$ cat src/rtl/swpr_pkg.sv
// Package for the sync word packet receiver: hunt states and item layout constants.
package swpr_pkg;

  // Hunt and data states of the receiver
  typedef enum logic [2:0] {
    HUNT_IDLE = 3'd0,
    HUNT_S1   = 3'd1,
    HUNT_S2   = 3'd2,
    HUNT_S3   = 3'd3,
    HUNT_DATA = 3'd4
  } hunt_e;

  // Configuration register indexes
  typedef enum logic [1:0] {
    REG_SYNC_FIRST  = 2'd0,
    REG_SYNC_SECOND = 2'd1,
    REG_SYNC_THIRD  = 2'd2,
    REG_SYNC_FOURTH = 2'd3
  } reg_idx_e;

  localparam int unsigned ByteW     = 8;
  localparam int unsigned ProgressW = 7;
  localparam int unsigned OffsetW   = 6;
  localparam int unsigned WordW     = 32;
  localparam int unsigned OutDataW  = 24;

  // Result item fields; tlast carries packet_done separately
  typedef struct packed {
    logic                 checksum_bad;
    logic [ByteW-1:0]     byte_value;
    logic [OffsetW-1:0]   byte_offset;
    logic                 byte_valid;
    logic [ProgressW-1:0] progress;
  } result_t;

endpackage

$ cat src/rtl/sync_word_packet_receiver_top.sv
// Sync word packet receiver: sync hunt, byte offset tagging and word-sum checksum check.
// Output: a result item appears in the cycle after its byte is accepted (one output register).
// Throughput: one byte per cycle; the output register takes a new item while the previous
// one is being taken, so the stream only stalls when the downstream side stalls.
// Reset: async active low; hunt restarts at the first sync byte, sync registers read zero,
// position, word assembly and running sum cleared.
module sync_word_packet_receiver_top #(
  parameter int unsigned PACKET_BYTES = 64
) (
  input  logic        clk_i,
  input  logic        rst_ni,
  // configuration write port
  input  logic        cfg_we_i,
  input  logic [1:0]  cfg_idx_i,
  input  logic [7:0]  cfg_data_i,
  // input stream
  input  logic        s_axis_tvalid,
  output logic        s_axis_tready,
  input  logic [7:0]  s_axis_tdata,   // [7:0] rx_byte
  // result stream
  output logic        m_axis_tvalid,
  input  logic        m_axis_tready,
  output logic [swpr_pkg::OutDataW-1:0] m_axis_tdata, // [6:0] progress, [7] byte_valid,
                                      // [13:8] byte_offset, [21:14] byte_value,
                                      // [22] checksum_bad, [23] zero
  output logic        m_axis_tlast    // packet_done
);

  localparam int unsigned PosW   = $clog2(PACKET_BYTES);
  localparam int unsigned WIdxW  = PosW - 2;
  localparam int unsigned Words  = PACKET_BYTES / 4;
  localparam logic [PosW-1:0]  LastPos   = PosW'(PACKET_BYTES - 1);
  localparam logic [PosW-1:0]  FirstPos  = PosW'(4);
  localparam logic [WIdxW-1:0] WordOne   = WIdxW'(1);
  localparam logic [WIdxW-1:0] WordTwo   = WIdxW'(2);
  localparam logic [WIdxW-1:0] WordPenul = WIdxW'(Words - 2);
  localparam logic [WIdxW-1:0] WordLast  = WIdxW'(Words - 1);
  localparam logic [swpr_pkg::ProgressW-1:0] EndProgress =
    swpr_pkg::ProgressW'(PACKET_BYTES);

  // sync pattern registers
  logic [7:0] sync_first_q, sync_second_q, sync_third_q, sync_fourth_q;

  // receiver state
  swpr_pkg::hunt_e              hunt_q, hunt_d;
  logic [PosW-1:0]              pos_q, pos_d;
  logic [swpr_pkg::WordW-1:0]   word_q, word_d;
  logic [swpr_pkg::WordW-1:0]   sum_q, sum_d;

  // output register
  logic                out_valid_q;
  swpr_pkg::result_t   res_q, res_d;
  logic                last_q, last_d;

  logic                in_accept;
  logic [7:0]          rx_byte;
  logic [PosW:0]       pos_inc;
  logic [WIdxW-1:0]    word_idx;

  assign rx_byte       = s_axis_tdata;
  assign s_axis_tready = !out_valid_q || m_axis_tready;
  assign in_accept     = s_axis_tvalid && s_axis_tready;
  assign pos_inc       = {1'b0, pos_q} + {{PosW{1'b0}}, 1'b1};
  assign word_idx      = pos_q[PosW-1:2];

  // Configuration writes
  always_ff @(posedge clk_i or negedge rst_ni) begin
    if (!rst_ni) begin
      sync_first_q  <= '0;
      sync_second_q <= '0;
      sync_third_q  <= '0;
      sync_fourth_q <= '0;
    end else if (cfg_we_i) begin
      unique case (swpr_pkg::reg_idx_e'(cfg_idx_i))
        swpr_pkg::REG_SYNC_FIRST:  sync_first_q  <= cfg_data_i;
        swpr_pkg::REG_SYNC_SECOND: sync_second_q <= cfg_data_i;
        swpr_pkg::REG_SYNC_THIRD:  sync_third_q  <= cfg_data_i;
        swpr_pkg::REG_SYNC_FOURTH: sync_fourth_q <= cfg_data_i;
        default: ;
      endcase
    end
  end

  // Next state and result for one byte
  always_comb begin
    hunt_d = hunt_q;
    pos_d  = pos_q;
    word_d = word_q;
    sum_d  = sum_q;
    res_d  = '0;
    last_d = 1'b0;
    unique case (hunt_q)
      swpr_pkg::HUNT_IDLE: begin
        if (rx_byte == sync_first_q) begin
          hunt_d         = swpr_pkg::HUNT_S1;
          res_d.progress = 7'd1;
        end
      end
      swpr_pkg::HUNT_S1: begin
        if (rx_byte == sync_second_q) begin
          hunt_d         = swpr_pkg::HUNT_S2;
          res_d.progress = 7'd2;
        end else if (rx_byte == sync_first_q) begin
          hunt_d         = swpr_pkg::HUNT_S1;
          res_d.progress = 7'd1;
        end else begin
          hunt_d = swpr_pkg::HUNT_IDLE;
        end
      end
      swpr_pkg::HUNT_S2: begin
        if (rx_byte == sync_third_q) begin
          hunt_d         = swpr_pkg::HUNT_S3;
          res_d.progress = 7'd3;
        end else if (rx_byte == sync_first_q) begin
          hunt_d         = swpr_pkg::HUNT_S1;
          res_d.progress = 7'd1;
        end else begin
          hunt_d = swpr_pkg::HUNT_IDLE;
        end
      end
      swpr_pkg::HUNT_S3: begin
        if (rx_byte == sync_fourth_q) begin
          hunt_d         = swpr_pkg::HUNT_DATA;
          pos_d          = FirstPos;
          word_d         = '0;
          sum_d          = '0;
          res_d.progress = 7'd4;
        end else if (rx_byte == sync_first_q) begin
          // restart at stage one, but progress still reads zero
          hunt_d = swpr_pkg::HUNT_S1;
        end else begin
          hunt_d = swpr_pkg::HUNT_IDLE;
        end
      end
      swpr_pkg::HUNT_DATA: begin
        // little-endian word assembly, one byte in at the top
        word_d = {rx_byte, word_q[31:8]};
        if (pos_q[1:0] == 2'b11) begin
          if (word_idx == WordOne) begin
            sum_d = 32'd0 - word_d;
          end else if (word_idx >= WordTwo && word_idx <= WordPenul) begin
            sum_d = sum_q + word_d;
          end else if (word_idx == WordLast) begin
            sum_d = sum_q - word_d;
          end
        end
        res_d.byte_valid  = 1'b1;
        res_d.byte_offset = swpr_pkg::OffsetW'(pos_q);
        res_d.byte_value  = rx_byte;
        if (pos_q == LastPos) begin
          hunt_d             = swpr_pkg::HUNT_IDLE;
          res_d.progress     = EndProgress;
          res_d.checksum_bad = (sum_d != 32'd0);
          last_d             = 1'b1;
        end else begin
          pos_d          = PosW'(pos_inc);
          res_d.progress = swpr_pkg::ProgressW'(pos_inc);
        end
      end
      default: begin
        hunt_d = swpr_pkg::HUNT_IDLE;
      end
    endcase
  end

  // State registers
  always_ff @(posedge clk_i or negedge rst_ni) begin
    if (!rst_ni) begin
      hunt_q <= swpr_pkg::HUNT_IDLE;
      pos_q  <= '0;
      word_q <= '0;
      sum_q  <= '0;
    end else if (in_accept) begin
      hunt_q <= hunt_d;
      pos_q  <= pos_d;
      word_q <= word_d;
      sum_q  <= sum_d;
    end
  end

  // Output register control
  always_ff @(posedge clk_i or negedge rst_ni) begin
    if (!rst_ni) begin
      out_valid_q <= 1'b0;
    end else if (s_axis_tready) begin
      out_valid_q <= s_axis_tvalid;
    end
  end

  // Output register payload
  always_ff @(posedge clk_i) begin
    if (in_accept) begin
      res_q  <= res_d;
      last_q <= last_d;
    end
  end

  assign m_axis_tvalid = out_valid_q;
  assign m_axis_tdata  = {1'b0, res_q};
  assign m_axis_tlast  = last_q;

  // In the data state the position stays inside the payload area
  assert property (@(posedge clk_i) disable iff (!rst_ni)
    hunt_q == swpr_pkg::HUNT_DATA |-> (pos_q >= FirstPos && pos_q <= LastPos))
    else $error("byte position out of payload range");

  // The last byte of a packet sends the hunt back to idle
  assert property (@(posedge clk_i) disable iff (!rst_ni)
    (in_accept && hunt_q == swpr_pkg::HUNT_DATA && pos_q == LastPos)
      |=> hunt_q == swpr_pkg::HUNT_IDLE)
    else $error("hunt did not restart after packet end");

  // Packet end and checksum flag only come with a stored byte
  assert property (@(posedge clk_i) disable iff (!rst_ni)
    (out_valid_q && !res_q.byte_valid) |-> (!last_q && !res_q.checksum_bad))
    else $error("packet end flagged without a stored byte");

  // A packet end result carries the last offset
  assert property (@(posedge clk_i) disable iff (!rst_ni)
    (out_valid_q && last_q) |-> res_q.byte_offset == swpr_pkg::OffsetW'(LastPos))
    else $error("packet end at wrong offset");

endmodule

$ cat config.mk
export PLATFORM = sky130hd
export DESIGN_NAME = sync_word_packet_receiver_top
export DESIGN_NICKNAME = d
export VERILOG_FILES = /design/src/rtl/swpr_pkg.sv /design/src/rtl/sync_word_packet_receiver_top.sv
export SDC_FILE = /design/constraint.sdc
export NUM_CORES = 1
export LEC_CHECK = 0
export ABC_AREA = 1
export BUFFER_PORTS_ARGS = -buffer_cell sky130_fd_sc_hd__buf_4
export CORE_MARGIN = 2
export CORE_UTILIZATION = 60
export CTS_CLUSTER_SIZE = 28
export DETAILED_ROUTE_END_ITERATION = 10
export PLACE_DENSITY = 0.78
export SETUP_SLACK_MARGIN = 0.2
export SYNTH_ARGS = -nofsm -noshare
export SYNTH_HDL_FRONTEND = slang
export SYNTH_SLANG_ARGS = --single-unit
$ cat constraint.sdc
create_clock -name clk_i -period 4.1 [get_ports clk_i]
set_input_delay 0.615 -clock clk_i [delete_from_list [all_inputs] [get_ports clk_i]]
set_output_delay 0.615 -clock clk_i [all_outputs]
set_load 0.01 [all_outputs]
# ---- Yosys cells after proc, flatten, opt, wreduce, memory -nomap -nowiden
# Index checks and enable logic that the tools add are counted.
dict set report classes {
  add_sub_neg 4
  magnitude_cmp 2
  n_eq_ne 19
  mux 26
  reduce_logical 16
}
# cell count
set ops {}
lappend ops {{$mux 32} 6}
lappend ops {{$pmux 32 s2} 2}
lappend ops {{$pmux 7 s5} 1}
lappend ops {{$add 32x32->32} 1}
lappend ops {{$eq 8x8->1} 4}
lappend ops {{$reduce_bool 32->1} 1}
lappend ops {{$sub 1x32->32 const A} 1}
lappend ops {{$sub 32x32->32} 1}
lappend ops {{$pmux 3 s5} 1}
lappend ops {{$mux 3} 4}
lappend ops {{$mux 6} 2}
lappend ops {{$pmux 6 s2} 1}
lappend ops {{$reduce_and 2->1} 5}
lappend ops {{$mux 2} 4}
lappend ops {{$ne 2x2->1 const B} 4}
lappend ops {{$add 6x1->7 const B} 1}
lappend ops {{$mux 7} 1}
lappend ops {{$eq 2x2->1 const B} 3}
lappend ops {{$eq 3x2->1 const B} 2}
lappend ops {{$eq 6x6->1 const B} 1}
lappend ops {{$reduce_and 3->1} 2}
lappend ops {{$eq 4x1->1 const B} 1}
lappend ops {{$eq 4x4->1 const B} 1}
lappend ops {{$ge 4x2->1 const B} 1}
lappend ops {{12 further kinds} 16}
dict set report word_totals {
  reg_bits 130
  input_bits 23
  elab_cells 82
}

# ---- Depth between registers and ports, before layout
# Gate-level depths: netlist of the first run.
dict set report logic_depth {
  ltp_word 7
  mapped_depth 24
  ltp_nobuf 23
}

# ---- Worst setup path after synthesis of the first run
# Ideal clock, no wire load.
dict set report synth_timing {
  path_type {input to register}
  startpoint {input s_axis_tdata[5]}
  endpoint {register res_q, in the netlist m_axis_tdata[22], data pin}
  setup_ns 0.257
  t_arrival_ns 2.576
  slack_ns 1.267
  stages 21
  path_buffers 2
  path_cell_list {clkbuf_2 clkinv_1 ha_1 buf_2 inv_1 nor3_1 nand2_1 nor2_1 nand2_1 nand2_1 nand2_1 nand3_1 nand3_1 nand2_1 nand2_1 nand2_1 nand2_1 nor2_1 nand2_1 nor2_1 a21oi_1}
}
dict set report synth_via {
  elab_chain_len 7
  word_cells_on_any_way 9
  cone_classes {3 x add/sub; 5 x mux; 1 x reduce/logical}
}
# item line
set synth_rtl {}
lappend synth_rtl {{from (decl)} sync_word_packet_receiver_top.sv:19} ;# input logic [7:0] s_axis_tdata,
lappend synth_rtl {{$sub 32x32->32} sync_word_packet_receiver_top.sv:144} ;# sum_d = sum_q - word_d;
lappend synth_rtl {{$mux 32} sync_word_packet_receiver_top.sv:143} ;# end else if (word_idx == WordLast) begin
lappend synth_rtl {{$mux 32} sync_word_packet_receiver_top.sv:141} ;# end else if (word_idx >= WordTwo && word_idx <= WordPenul) begin
lappend synth_rtl {{$mux 32 (*)} sync_word_packet_receiver_top.sv:139} ;# if (word_idx == WordOne) begin
lappend synth_rtl {{$mux 32 (*)} sync_word_packet_receiver_top.sv:138} ;# if (pos_q[1:0] == 2'b11) begin
lappend synth_rtl {{$mux 32 (*)} sync_word_packet_receiver_top.sv:92} ;# unique case (hunt_q)
lappend synth_rtl {{$reduce_bool 32->1 (*)} sync_word_packet_receiver_top.sv:153} ;# res_d.checksum_bad = (sum_d != 32'd0);
lappend synth_rtl {{to (signal assigned)} sync_word_packet_receiver_top.sv:193} ;# res_q <= res_d;
lappend synth_rtl {{to (decl)} sync_word_packet_receiver_top.sv:52} ;# swpr_pkg::result_t res_q, res_d;
# Mark *: on every way between the ends. The rest lies on a longest branch, timed or not. The select of a mux whose other input is x is not followed.
# A chain may end at the register's enable or synchronous reset.

# ---- Worst setup path after layout of the first run
dict set report layout_timing {
  startpoint {register word_q[10] in the netlist's numbering}
  endpoint {register res_q, in the netlist m_axis_tdata[22], data pin}
}
dict set report layout_via {
  elab_chain_len 7
  word_cells_on_any_way 9
  cone_classes {3 x add/sub; 5 x mux; 1 x reduce/logical}
}
# item line
set layout_rtl {}
lappend layout_rtl {{from (decl)} sync_word_packet_receiver_top.sv:47} ;# logic [swpr_pkg::WordW-1:0] word_q, word_d;
lappend layout_rtl {{from (signal assigned)} sync_word_packet_receiver_top.sv:176} ;# word_q <= word_d;
lappend layout_rtl {{$sub 32x32->32} sync_word_packet_receiver_top.sv:144}
lappend layout_rtl {{$mux 32} sync_word_packet_receiver_top.sv:143}
lappend layout_rtl {{$mux 32} sync_word_packet_receiver_top.sv:141}
lappend layout_rtl {{$mux 32 (*)} sync_word_packet_receiver_top.sv:139}
lappend layout_rtl {{$mux 32 (*)} sync_word_packet_receiver_top.sv:138}
lappend layout_rtl {{$mux 32 (*)} sync_word_packet_receiver_top.sv:92}
lappend layout_rtl {{$reduce_bool 32->1 (*)} sync_word_packet_receiver_top.sv:153}
# Marked as above.

==> impl_metrics.ini, run 1 <==
[logic_synthesis]
ys_async_sr_fraction_pct = 80.33
postSynthAreaPerCell_um2 = 6.025
yosysTopAreaCell = nand2_1
synth_edf_count = 24
synth_nets = 2080
synthDistinctLibCells = 52
synth.area.top_cells = nand2_1, dfrtp_1, inv_1
synth_common_cells = nand2_1, inv_1, nand3_1
yosysTopAreaCellShare_pct = 21.10
seq_area_frac_synth_pct = 26.46
post-synth-top-count-cell = nand2_1
synthCells = 1990
synth_area_um2 = 11990
ys.flop_type = dfrtp_1
synth-seq-cells = 122
yosys_warnings = 0

[placed_design]
io_buffer_count = 48
postPlaceCellArea_um2 = 12440
gp_congestion = 1.052
pre_cts_ws_ns = 0.5541
hpwl_um = 31630
dp_cells = 2249

[worst_setup_path]
cp.required_ns = 4.26
crit_family = compound AO/OA/AOI/OAI gates
crit_chain = inv_1 -> ha_1 -> nand2_1 -> nand2_1 -> inv_1 -> nand2_1 -> nor2_1 -> o311ai_0 -> a31oi_1 -> nor3_1 -> nand2_1 -> nor2_1 -> a21oi_1
crit_top_cell = nand2_1
start_kind = register
worstPathMaxFanout = 9
cp_slowest_cell = o311ai_0
path_buf_inv = 2
crit_type = register to register
slowest_delay_ns = 0.73
cp-end-kind = register
r2r_slack_ns = 0.58
arrival_ns = 3.68

[global_route]
grt_max_degree = 71
grt_pass1_wl_um = 63610
grtUsageTotal_pct = 37.96
grt-ovfl-total = 0
antenna_found_initial = 0
first_global_vias = 12140

[routing]
num_vias = 13070
wl_um = 40570
routedWlPerCell_um = 17.78
ant_nets = 0
drc = 0
drt_iter0_drc = 1539
viasPerCell = 5.730
firstDrtPassIters = 8

[layout]
layout-drive-gt1-share_pct = 6.944
fin_cells = 2281
multiInputGateArea_um2 = 7144
nets = 2093
fillers = 1908
area_delta_synth_final_pct = 8.745
fin_area_um2 = 13040
antenna_cells = 0
seqCellArea_um2 = 3173

[pwr]
power_density_nw_per_um2 = 330.5
p_leak_uw = 0.007052
power_uw = 4309
p_switching_uw = 1583
internal_power_uw = 2726
seqPwrFrac_pct = 33.2
p_clk_share_pct = 35.6
irDropWorstVdd_uv = 333.5
pwr-share-comb_pct = 31.2
sw_frac_of_total_pct = 36.73

[sta]
period_share_pct = 85.86
setup_tns_ns = 0
slew_viol_final = 0
period_needed_ns = 3.520
setup_viol = 0
fin_worst_skew_ns = 0.007126
relSlewSlack_pct = 38.80
worstMarginPinSlew_ns = 0.9180
final_hold_viol_count = 0
worst_slack_ns = 0.5798
fmax_ghz = 0.2841
rsz0062_at_grt = no

[cts]
htreeDepth = 4
tritoncts = done
numCtsBuffers = 17
clk_pin_slew_ns = 0.06
insertion_delay_ns = 0.42
hold_buffers = 0
post-cts-setup-buffers = 0
cts_sinks = 122
cts_root_buf = clkbuf_16
cts_resized = 0
cts_buffer_depth = 2

[floorplan]
dieWidth_um = 145.4
io_pins = 50
core_area_um2 = 19530
rows = 51
initial_core_util_pct = 61.41
die_h_um = 145.4
die-area_um2 = 21130

[worst_hold_path]
hold_class = input port to async pin

[run_status]
status = finished clean

[job]
cap_violations = 0
-- metal layers --
layer | vias to the layer above | global-route usage [%] | wire, um
li1 | 6324 | - | -
met1 | 5932 | 51.90 | 17180
met2 | 712 | 60.09 | 17850
met3 | 101 | 6.803 | 4099
met4 | 0 | 14.95 | 1432
met5 | - | 0 | 0
-- worst reg2reg max path: cells and delay by family (launching register included) --
family                   cells  cell delay [ns]
AND/OR/NAND/NOR              7             1.06
AO/OA/AOI/OAI                3             1.06
adder cells (fa/ha/maj)      1             0.51
flip-flops                   1             0.43
buffers and inverters        2             0.21
-- through the flow --
stage	hold slack, ns	util (%)
after floorplan	0.3194	-
after global placement	0.4829	63.71
after detailed placement	0.4926	63.71
after CTS	0.3577	66.78
after global routing	0.3944	66.78
final	0.3181	66.78
-- cells by family (layout without fill, tap and decap cells) --
| family | Yosys count | count (layout) | share of synthesized area, % |
|---|---|---|---|
| buffers and inverters | 421 | 447 | 14.05 |
| adders and majority gates | 67 | 67 | 7.117 |
| and+or+nand+nor | 1109 | 1109 | 38.87 |
| xor gates and xnor gates | 27 | 27 | 1.972 |
| AOI/OAI and AO/OA | 243 | 243 | 11.50 |
| other | 1 | 1 | 0.03128 |
| DFF | 122 | 122 | 26.46 |
-- cells in the final DEF (no fill, tap or decap), types with 24 or more instances in the layout --
master,count
o22ai_1,52
nor2_1,155
dfrtp_1,98
buf_4,62
nand4_1,28
ha_1,65
a21oi_1,57
nand3_1,180
edfxtp_1,24
nand2_1,674
o21ai_0,87
inv_1,339
-- layout make-up --
class / instances / share of cell area [%]
Inverter: 353 / 10.16
Tap cell: 265 / 2.543
Multi-Input combinational cell: 1447 / 54.79
Clock inverter: 15 / 1.334
Clock buffer: 17 / 3.263
Timing Repair Buffer: 62 / 3.570
Sequential cell: 122 / 24.34
-- sequential cells by signal, indices dropped and copies added, names as in the netlist --
name           cells
sync_first_q       8
sync_third_q       8
word_q            24
m_axis_tvalid      1
m_axis_tlast       1
m_axis_tdata      23
hunt_q             3
sync_second_q      8
sum_q             32
sync_fourth_q      8
pos_q              6
-- power groups by stage --
stage | logic [uW] | clock network (uW) | registers [uW]
2_1_floorplan | 935 | 0 | 1430
3_3_place_gp | 1280 | 0 | 1440
3_5_place_dp | 1300 | 0 | 1450
4_1_cts | 1300 | 1530 | 1430
5_1_grt | 1500 | 1600 | 1440
6_report | 1340 | 1530 | 1430
-- worst paths after layout --
| check | from | to | cells past startpoint |
|---|---|---|---|
| min in group clk_i | m_axis_tready | m_axis_tvalid$_DFFE_PN0N_ | 4 |
| max | word_q[10]$_DFFE_PN0P_ | m_axis_tdata[22]$_SDFFCE_PN0P_ | 13 |
| max reg2reg | word_q[10]$_DFFE_PN0P_ | m_axis_tdata[22]$_SDFFCE_PN0P_ | 13 |
| max in group asynchronous | rst_ni | sum_q[25]$_DFFE_PN0P_ | 2 |
| min reg2reg | sync_first_q[6]$_DFFE_PN0P_ | sync_first_q[6]$_DFFE_PN0P_ | 2 |
| min | rst_ni | pos_q[4]$_DFFE_PN0P_ | 1 |
No activity file was read; power rests on OpenSTA's default activity.
==> run 2, diff against run 1 <==
--- a/config.mk
+++ b/config.mk
@@ -5,7 +5,6 @@
 export SDC_FILE = /design/constraint.sdc
 export NUM_CORES = 1
 export LEC_CHECK = 0
-export ABC_AREA = 1
 export BUFFER_PORTS_ARGS = -buffer_cell sky130_fd_sc_hd__buf_4
 export CORE_MARGIN = 2
 export CORE_UTILIZATION = 60
==> run 2 against run 1 <==
The flow now finishes with violations (setup timing). Highest routed layer unchanged. Global-route usage up 3.3 points. Via count fell by 14%. Fmax fell by 15%. Setup slack lost 0.61 ns. Power is 24% lower. Non-clock buffer count grew 150. Sequential cell count is the same. Sequential share of layout area rose by 0.094 points. Final cell count down 28%. Critical path depth is 4 higher. Design area is 0.35% lower. Clock skew increased by 0.0032 ns.
==> impl_metrics.ini, run 2 <==
[logic_synthesis]
postSynthAreaPerCell_um2 = 8.312
yosysTopAreaCell = dfrtp_1
ys_async_sr_fraction_pct = 80.33
post-synth-top-count-cell = nand2_1
ys.flop_type = dfrtp_1
yosysTopAreaCellShare_pct = 23.62
synth_nets = 1339
synth_area_um2 = 10380
synthCells = 1249
synth-seq-cells = 122
synth_edf_count = 24
synth.area.top_cells = dfrtp_1, ha_1, edfxtp_1
synth_common_cells = nand2_1, nor2_1, dfrtp_1
seq_area_frac_synth_pct = 30.57
synthDistinctLibCells = 90
yosys_warnings = 0

[cts]
htreeDepth = 4
insertion_delay_ns = 0.42
tritoncts = done
cts_buffer_depth = 2
cts_root_buf = clkbuf_16
cts_sinks = 122
numCtsBuffers = 17
clk_pin_slew_ns = 0.06
hold_buffers = 0

[routing]
wl_met2_um = 17410
drt-met1-wl_um = 14900
routedWlPerCell_um = 23.27
drt_iter0_drc = 1527
viasPerCell = 6.824
drc = 0
route.met3.wl_um = 3756
highest_layer = met4
ant_nets = 0
wl_um = 38300
num_vias = 11230
firstDrtPassIters = 6

[sta]
worst_slack_ns = -0.03392
worstMarginPinSlew_ns = 1.056
period_share_pct = 100.8
period_needed_ns = 4.134
setup_viol = 1
slew_viol_final = 0
fin_worst_skew_ns = 0.01030
relSlewSlack_pct = 28.69
rsz0062_at_grt = yes
final_hold_viol_count = 0
fmax_ghz = 0.2419
timing.hold.ws_ns = 0.2868

[floorplan]
initial_core_util_pct = 60.65
die-area_um2 = 18370
core_area_um2 = 17120
rows = 48
dieWidth_um = 135.5
die_h_um = 135.5
io_pins = 50

[placed_design]
gp_congestion = 1.006
hpwl_um = 27330
postPlaceCellArea_um2 = 11900
dp_cells = 1601
io_buffer_count = 48

[global_route]
grtUsageTotal_pct = 41.25
antenna_found_initial = 0
first_global_vias = 10540
grt_pass1_wl_um = 58090
grt-ovfl-total = 0
grt_max_degree = 59

[pwr]
seqPwrFrac_pct = 42.1
sw_frac_of_total_pct = 28.10
pwr-share-comb_pct = 10.6
power_density_nw_per_um2 = 250.4
p_leak_uw = 0.005812
p_clk_share_pct = 47.3
internal_power_uw = 2339
irDropWorstVdd_uv = 322.8
p_switching_uw = 914.4

[worst_setup_path]
arrival_ns = 4.30
cp.required_ns = 4.27
cp_slowest_cell = dfrtp_2
crit_top_cell = buf_4
cp-end-kind = register
crit_type = register to register
worstPathMaxFanout = 5
slowest_delay_ns = 0.44
start_kind = register
crit_chain = ha_4 -> buf_4 -> clkinvlp_4 -> buf_4 -> buf_4 -> o31a_1 -> a41oi_1 -> buf_4 -> a21oi_2 -> o21ai_2 -> a311oi_1 -> buf_4 -> xnor2_1 -> or3_1 -> nand3_1 -> or3b_1 -> o31a_1

[layout]
top_register = sum_q
layout-drive-gt1-share_pct = 25.83
largest_reg_flops = 32
fillers = 1237
area_delta_synth_final_pct = 25.17
mostFrequentLayoutCell = buf_4
fin_cells = 1646
final_cell_mix = buf_4, nand2_1, nor2_1, dfrtp_1, o21ai_0
antenna_cells = 0
fin_area_um2 = 12990
nets = 1498

[run_status]
status = finished with violations
violations = setup timing

[job]
cap_violations = 0

[worst_hold_path]
hold_class = input port to async pin
==> run 2: cell types whose count changed after synthesis, sizes merged, moves of 33 or more <==
cell | before | now
nand3 | 181 | 31
xnor2 | 21 | 59
inv | 347 | 69
o22ai | 52 | 19
mux2 | 0 | 34
nand2 | 677 | 120
nor2 | 168 | 105
==> run 2: worst max-delay path, delay by kind of cell, from the launching register on <==
| kind | cells | cell delay [ns] |
|---|---|---|
| fa+ha+maj | 1 | 0.30 |
| buf+inv | 6 | 0.94 |
| flops | 1 | 0.44 |
| xor+xnor | 1 | 0.26 |
| simple gates | 3 | 0.64 |
| compound gates | 6 | 1.30 |
==> run 2: path summary, 6_finish.rpt <==
path                                             startpoint                        endpoint  slack [ns]  cells past startpoint
worst max-delay path                   sum_q[9]$_DFFE_PN0P_  m_axis_tdata[22]$_SDFFCE_PN0P_       -0.03                     17
worst min-delay path                                 rst_ni            pos_q[4]$_DFFE_PN0P_        0.29                      1
worst max register to register         sum_q[9]$_DFFE_PN0P_  m_axis_tdata[22]$_SDFFCE_PN0P_       -0.03                     17
worst min register to register  sync_third_q[3]$_DFFE_PN0P_     sync_third_q[3]$_DFFE_PN0P_        0.53                      1
max in group asynchronous                            rst_ni          word_q[30]$_DFFE_PN0P_        2.95                      2
min in group clk_i                            s_axis_tvalid       m_axis_tvalid$_DFFE_PN0N_        0.41                      2
==> run 2: per-layer routing <==
layer	up-vias	track usage [%]
li1	4890	-
met1	5322	54.38
met2	835	65.26
met3	185	7.856
met4	0	20.43
met5	-	0
==> run 2: metrics by stage <==
stage / setup WS (ns) / TNS (ns) / total power [uW] / util [%]
2_1_floorplan: 0.3343 / 0 / 1581 / -
3_3_place_gp: -0.1816 / -0.1816 / 1692 / 69.52
3_5_place_dp: -0.2233 / -0.2233 / 1713 / 69.52
4_1_cts: 0.05709 / 0 / 3239 / 74.71
5_1_grt: -0.1203 / -0.1203 / 3334 / 75.91
6_report: -0.03392 / -0.03392 / 3253 / 75.91
==> run 2: cell type report <==
| class | instances | area (um^2) | area share, % |
|---|---|---|---|
| Multi-Input combinational cell | 985 | 7053 | 54.28 |
| Sequential cell | 122 | 3174 | 24.43 |
| Timing Repair Buffer | 212 | 1620 | 12.47 |
| Clock buffer | 17 | 425.4 | 3.274 |
| Tap cell | 225 | 281.5 | 2.167 |
| Inverter | 70 | 266.5 | 2.051 |
| Clock inverter | 15 | 172.7 | 1.329 |
==> run 2: power groups by stage <==
stage	sequential (uW)	combinational [uW]	clock, uW
detailed placement	1390	326	0
finish	1370	346	1540
floorplan	1380	202	0
CTS	1370	340	1530
global placement	1380	312	0
global route	1370	371	1590
==> run 2: what timing repair did <==
item / 4_1_cts / 5_1_grt
pin swaps: 25 / 18
hold endpoints to repair: 0 / 0
setup buffers: 8 / 5
resized for setup: 48 / 30
endpoints found under the setup margin: 1 / 1
==> run 2: logic make-up after synthesis <==
kind of cell,after synthesis,share of synthesized area (%)
and+or+nand+nor,404,19.54
other,1,0.03612
DFF,122,30.57
muxes,38,4.074
buffers and inverters,142,5.375
AOI/OAI and AO/OA,379,24.09
xor gates and xnor gates,96,8.099
adders and majority gates,67,8.220
